===== src/sv/sgb_pkg.sv =====
// ----------------------------------------------------------------------------
// sgb_pkg
// Shared constants, types and helpers for the separable gaussian blur block.
// ----------------------------------------------------------------------------
package sgb_pkg;

  localparam int MAX_TAPS   = 15;
  localparam int HIST       = MAX_TAPS - 1;
  localparam int MAX_WIDTH  = 1024;
  localparam int MAX_HEIGHT = 1024;
  localparam int COEF_BITS  = 16;

  localparam int TAP_W   = 4;
  localparam int POS_W   = 10;
  localparam int DIM_W   = 11;
  localparam int ADDR_W  = 14;
  localparam int ACC_W   = 36;
  localparam int MID_W   = 48;
  localparam int CFG_W   = 64;
  localparam int IDX_W   = 3;

  localparam int ROW_SHIFT = COEF_BITS - 8;
  localparam int COL_SHIFT = COEF_BITS + 8;

  localparam logic [IDX_W-1:0] REG_KERNEL_HALF  = 3'd0;
  localparam logic [IDX_W-1:0] REG_IMAGE_WIDTH  = 3'd1;
  localparam logic [IDX_W-1:0] REG_IMAGE_HEIGHT = 3'd2;
  localparam logic [IDX_W-1:0] REG_COEF_NEAR    = 3'd3;
  localparam logic [IDX_W-1:0] REG_COEF_FAR     = 3'd4;

  typedef struct packed {
    logic             accept;
    logic             acc_clr;
    logic             row_mac;
    logic             mid_load;
    logic             col_rd;
    logic             col_mac_mem;
    logic             col_mac_mid;
    logic             out_load;
    logic             commit;
    logic [TAP_W-1:0] tap;
  } cmd_t;

  typedef struct packed {
    logic             do_row;
    logic             do_col;
    logic [TAP_W-1:0] tap_last;
  } stat_t;

  function automatic logic [COEF_BITS-1:0] tap_coef(input logic [TAP_W-1:0] t,
                                                    input logic [2:0] kh,
                                                    input logic [CFG_W-1:0] cn,
                                                    input logic [CFG_W-1:0] cf);
    logic [TAP_W-1:0] off;
    logic [CFG_W-1:0] w;
    off = (t >= {1'b0, kh}) ? t - {1'b0, kh} : {1'b0, kh} - t;
    w   = off[2] ? cf : cn;
    return w[off[1:0]*COEF_BITS +: COEF_BITS];
  endfunction

endpackage


===== src/sv/sgb_ctrl.sv =====
// ----------------------------------------------------------------------------
// sgb_ctrl
// Sequencer: steps the row taps, the column taps and the output hand-off.
// ----------------------------------------------------------------------------
module sgb_ctrl
  import sgb_pkg::*;
(
  input  logic  clk,
  input  logic  rst_n,
  input  logic  in_valid,
  output logic  in_ready,
  output logic  out_valid,
  input  logic  out_ready,
  input  stat_t stat,
  output cmd_t  cmd
);

  localparam logic [2:0] S_IDLE  = 3'd0;
  localparam logic [2:0] S_ROW   = 3'd1;
  localparam logic [2:0] S_MID   = 3'd2;
  localparam logic [2:0] S_CRD   = 3'd3;
  localparam logic [2:0] S_CMAC  = 3'd4;
  localparam logic [2:0] S_CLAST = 3'd5;
  localparam logic [2:0] S_FIN   = 3'd6;
  localparam logic [2:0] S_UPD   = 3'd7;

  logic [2:0]       state_r, state_nxt;
  logic [TAP_W-1:0] tap_r, tap_nxt;
  logic             ov_r, ov_nxt;

  always_comb begin
    state_nxt = state_r;
    tap_nxt   = tap_r;
    cmd       = '0;
    cmd.tap   = tap_r;
    case (state_r)
      S_IDLE: begin
        if (in_valid) begin
          cmd.accept  = 1'b1;
          cmd.acc_clr = 1'b1;
          tap_nxt     = '0;
          state_nxt   = stat.do_row ? S_ROW : S_UPD;
        end
      end
      S_ROW: begin
        cmd.row_mac = 1'b1;
        if (tap_r == stat.tap_last) begin
          state_nxt = S_MID;
        end else begin
          tap_nxt = tap_r + 1'b1;
        end
      end
      S_MID: begin
        cmd.mid_load = 1'b1;
        cmd.acc_clr  = 1'b1;
        tap_nxt      = '0;
        if (!stat.do_col) begin
          state_nxt = S_UPD;
        end else if (stat.tap_last == '0) begin
          state_nxt = S_CLAST;
        end else begin
          state_nxt = S_CRD;
        end
      end
      S_CRD: begin
        cmd.col_rd = 1'b1;
        state_nxt  = S_CMAC;
      end
      S_CMAC: begin
        cmd.col_mac_mem = 1'b1;
        tap_nxt         = tap_r + 1'b1;
        state_nxt       = (tap_r == stat.tap_last - 1'b1) ? S_CLAST : S_CRD;
      end
      S_CLAST: begin
        cmd.col_mac_mid = 1'b1;
        cmd.tap         = stat.tap_last;
        state_nxt       = S_FIN;
      end
      S_FIN: begin
        // hold until the output register is free
        if (!ov_r || out_ready) begin
          cmd.out_load = 1'b1;
          state_nxt    = S_UPD;
        end
      end
      S_UPD: begin
        cmd.commit = 1'b1;
        state_nxt  = S_IDLE;
      end
      default: state_nxt = S_IDLE;
    endcase
  end

  assign ov_nxt    = (ov_r && !out_ready) || cmd.out_load;
  assign in_ready  = (state_r == S_IDLE);
  assign out_valid = ov_r;

  always_ff @(posedge clk) begin
    if (!rst_n) begin
      state_r <= S_IDLE;
      tap_r   <= '0;
      ov_r    <= 1'b0;
    end else begin
      state_r <= state_nxt;
      tap_r   <= tap_nxt;
      ov_r    <= ov_nxt;
    end
  end

endmodule


===== config.mk =====
export PLATFORM = sky130hd
export DESIGN_NAME = sgb_ctrl
export DESIGN_NICKNAME = d
export VERILOG_FILES = /design/src/sv/sgb_pkg.sv /design/src/sv/sgb_ctrl.sv
export SDC_FILE = /design/constraint.sdc
export NUM_CORES = 1
export LEC_CHECK = 0
export ABC_AREA = 1
export CORE_MARGIN = 8
export CORE_UTILIZATION = 40
export DETAILED_ROUTE_END_ITERATION = 8
export DONT_BUFFER_PORTS = 1
export SETUP_SLACK_MARGIN = 0.5
export SLEW_MARGIN = 20
export SYNTH_ARGS = -nofsm -noshare
export SYNTH_HDL_FRONTEND = slang
export SYNTH_SLANG_ARGS = --single-unit

===== constraint.sdc =====
create_clock -name clk -period 1.4 [get_ports clk]
set_input_delay 0.35 -clock clk [delete_from_list [all_inputs] [get_ports clk]]
set_output_delay 0.35 -clock clk [all_outputs]
set_load 0.03 [all_outputs]

== Word level (Yosys, flattened, before mapping) ==
Index checks and enable logic that the tools add are counted.

* Bits in registers: 8
* Output and inout port bits: 15
* Input port bits: 10
* Logic and storage cells: 51

* Reduce and logical (&&, ||, !) cells: 10
* Muxes and demuxes: 23
* $add $sub $neg: 2
* Eq/ne operators: 13

{| class="wikitable"
|+ Operators with widths
! operator !! count
|-
| 3-bit one-hot mux with 8 select lines || 1
|-
| 3-bit two-way mux || 7
|-
| 4-bit one-hot mux with 4 select lines || 1
|-
| 3-bit equality test (second input constant) || 4
|-
| 4-bit two-way mux || 3
|-
| 1-bit two-way mux || 9
|-
| 4-bit equality test || 2
|-
| 2-bit != test (second input constant) || 4
|-
| 3-bit by 2-bit equality test with 1-bit output (second input constant) || 2
|-
| 3-bit AND reduction || 2
|-
| 4-bit by 1-bit adder with 4-bit output (second input constant) || 1
|-
| 4-bit logical NOT || 1
|-
| 4-bit nonzero test || 1
|-
| 4-bit by 1-bit subtractor with 4-bit output (second input constant) || 1
|-
| 3-bit by 1-bit equality test with 1-bit output (second input constant) || 1
|-
| 3-bit logical NOT || 1
|-
| 1-bit logical NOT || 2
|-
| 1-bit logical OR || 2
|-
| 2-bit two-way mux || 1
|-
| 1-bit one-hot mux with 2 select lines || 1
|-
| 1-bit logical AND || 1
|}

== Logic depth before layout (Yosys ltp) ==
* Depth in word-level cells: 5
* Mapped depth: 10
* Gate-level depth less buffers: 10

== Worst setup path before layout ==
OpenSTA, ideal clock, no wires.

* Path kind: reg2out
* Start point: reg state_r[0]
* End point: out cmd[0] (netlist name)
* Arrival: 1.336 ns
* Path slack: -0.286 ns
* Buffers on the path: 0
* Stages on the path, launching flop included: 3
* Required time: 1.050 ns
* Cells stage by stage: dfxtp_1 nand3_2 o21ai_0

{| class="wikitable"
|+ RTL lines
! element !! RTL line !! RTL
|-
| start, declared || sgb_ctrl.sv:27 || <nowiki>logic [2:0] state_r, state_nxt;</nowiki>
|-
| start signal, assigned || sgb_ctrl.sv:104 || <nowiki>state_r <= state_nxt;</nowiki>
|-
| end, declared || sgb_ctrl.sv:15 || <nowiki>output cmd_t cmd</nowiki>
|}

==> impl_metrics.env <==
export IMPL_status="complete, but fails checks"
export IMPL_violations="negative setup slack"
export IMPL_slowest_delay_ns=0.37
export IMPL_drtIter0Drc=13
export IMPL_htreeDepth=1
export IMPL_grtUsageTotal_pct=13.5
export IMPL_ys_ff_latch=8
export IMPL_grt_max_degree=11
export IMPL_postSynthNetCount=152
export IMPL_cts_sinks=8
export IMPL_path_class="register to primary output"
export IMPL_cp_num_cells=5
export IMPL_cts_made_buffers=3
export IMPL_cp_arrival_ns=1.29
export IMPL_final_hold_violation_count=0
export IMPL_r2r_slack_ns=0.05
export IMPL_power_leakage_nw=0.602
export IMPL_cts_root_buf="clkbuf_4"
export IMPL_synthCells=139
export IMPL_ir_drop_mv=1.34
export IMPL_crit_slowest_cell="dfxtp_4"
export IMPL_min_from="rst_n"
export IMPL_maxCapViolCount=0
export IMPL_slew_violations=0
export IMPL_port_buffers=0
export IMPL_setup_ws_ns=-0.240
export IMPL_die_y_um=61.3
export IMPL_r2r_start="state_r[1]$_SDFFE_PN0P_"
export IMPL_final_common_cell="nand2_1"
export IMPL_rsz0062_at_grt="true"
export IMPL_power_mw=2.53
export IMPL_synth_area_um2=822
export IMPL_r2r_cells=9
export IMPL_dr_pass1_iters=4
export IMPL_drive_gt1_share_pct=49.4
export IMPL_crit_top_cell="nor2_4"
export IMPL_final_setup_tns_ns=-1.59
export IMPL_path_cells="nor2_4 -> o21ai_2 -> nor2_4 -> nand2_4 -> nor2_4"
export IMPL_fill_cells=183
export IMPL_core_area_um2=1940
export IMPL_fmax_mhz=610
export IMPL_critPathLaunchType="register"
export IMPL_p_per_area_nw_per_um2=1950
export IMPL_cts_buffer_depth=2
export IMPL_reg2reg_to="state_r[2]$_SDFFE_PN0P_"
export IMPL_setup_viol=14
export IMPL_slew_headroom_pct=77.9
export IMPL_routed_wl_um=2540
export IMPL_path_delay_family="simple AND/OR/NAND/NOR gates"
export IMPL_clock_skew_ns=0.00188
export IMPL_post_place_ws_ns=-0.0282
export IMPL_area_growth_pct=57.5
export IMPL_dieArea_um2=3760
export IMPL_io_pins=25
export IMPL_grt_pass1_wl_um=3820
export IMPL_cts_tree="yes"
export IMPL_holdWs_ns=0.177
export IMPL_yosys_warnings=0
export IMPL_final_cell_area_um2=1290
export IMPL_fin_crit_ns=1.64
export IMPL_crit_path_end_kind="primary output"
export IMPL_fp_row_count=16
export IMPL_mostFrequentLayoutCells="nand2_1, buf_4, inv_1"
export IMPL_chipWidth_um=61.3
export IMPL_fin_util_pct=66.7
export IMPL_dp_cells=184
export IMPL_wl_per_cell_um=12.8
export IMPL_crit_fanout=5
export IMPL_cts_hold_buf=0
export IMPL_ys_seq_area_share_pct=19.5
export IMPL_avgSynthCellArea_um2=5.91
export IMPL_ys_types=21
export IMPL_hold_class="input pin to register"
export IMPL_clk_pin_slew_ns=0.06
export IMPL_cp_buffers_inverters=0
export IMPL_via_count=974
export IMPL_grt_ovfl_total=0
export IMPL_drtAntennaViolNets=0
export IMPL_final_nets=187
export IMPL_min_period_over_period_pct=117
export IMPL_place_area_um2=1080
export IMPL_initial_utilization_pct=42.3
export IMPL_clkLatencyLatePin_ns=0.27
export IMPL_grt_pass1_vias=890
export IMPL_fin_cells=199
export IMPL_drc=0
export IMPL_min_delay_path_depth=2
export IMPL_antenna_found_initial=0
export IMPL_tightest_slew_ns=0.329
export IMPL_min_to="state_r[0]$_SDFFE_PN0P_"
export IMPL_gp_congestion=0.761
export IMPL_required_ns=1.05
export IMPL_vias_per_cell=4.89
export IMPL_dp_hpwl_um=1860
export IMPL_diodes=0
==> worst max path at each step <==
stage | start | to
detailed placement | stat[1] | state_r[2]$_SDFFE_PN0P_
finish | state_r[1]$_SDFFE_PN0P_ | cmd[11]
global route | state_r[1]$_SDFFE_PN0P_ | cmd[11]
global placement | stat[1] | state_r[2]$_SDFFE_PN0P_
floorplan | state_r[1]$_SDFFE_PN0P_ | cmd[11]
CTS | state_r[0]$_SDFFE_PN0P_ | cmd[11]
==> layout make-up <==
cell class | instances | area (µm²) | share of cell area (%)
Sequential cell | 8 | 183 | 14.1
Tap cell | 27 | 33.8 | 2.61
Multi-Input combinational cell | 104 | 676 | 52.2
Clock buffer | 3 | 22.5 | 1.74
Timing Repair Buffer | 29 | 251 | 19.4
Inverter | 28 | 129 | 9.95
==> cells in the mapped netlist, drive strengths merged <==
| cell type | n | share of area (%) |
|---|---|---|
| nor3 | 1 | 0.61 |
| nor2 | 14 | 11 |
| nand3 | 16 | 12 |
| nand2 | 45 | 24 |
| nand4 | 3 | 2.3 |
| a21oi | 9 | 5.5 |
| dfxtp | 8 | 19 |
| o21ai | 9 | 5.5 |
| clkinv | 1 | 0.46 |
| or2 | 2 | 1.5 |
| xor2 | 1 | 1.1 |
| inv | 27 | 12 |
| ha | 3 | 4.6 |
==> what timing repair did <==
action | CTS | global route
setup endpoints to repair | 22 | 23
resized for setup | 14 | 18
cloned | 0 | 1
pin swaps | 3 | 8
buffers inserted | 5 | 6
==> state kept, by name, indices dropped and copies added, names as in the netlist <==
signal and cells:
state_r 3, out_valid 1, tap_r 4
==> logic make-up (layout without fill, tap and decap cells) <==
| kind of cell | count (synthesis) | after routing | synth area share, % |
|---|---|---|---|
| adder cells (fa/ha/maj) | 3 | 3 | 4.57 |
| AO/OA/AOI/OAI | 18 | 18 | 11.0 |
| XOR/XNOR | 1 | 1 | 1.07 |
| flip-flops | 8 | 8 | 19.5 |
| buffers and inverters | 28 | 60 | 12.8 |
| AND/OR/NAND/NOR | 81 | 82 | 51.1 |
==> where the power goes <==
group	internal (mW)	leakage [nW]	total (mW)	switching, mW
Clock	0.0992	0.0138	0.195	0.0955
Sequential	0.317	0.0702	0.448	0.131
Combinational	0.761	0.518	1.89	1.13
==> layer usage <==
metal	part of all wire, %	GRT usage, %	up-vias
met5	0	0	-
met4	1.7	5.84	0
met3	6.3	3.76	5
met2	53	25.2	17
met1	39	13.6	445
li1	-	-	507
(Power assumes the default switching activity.)
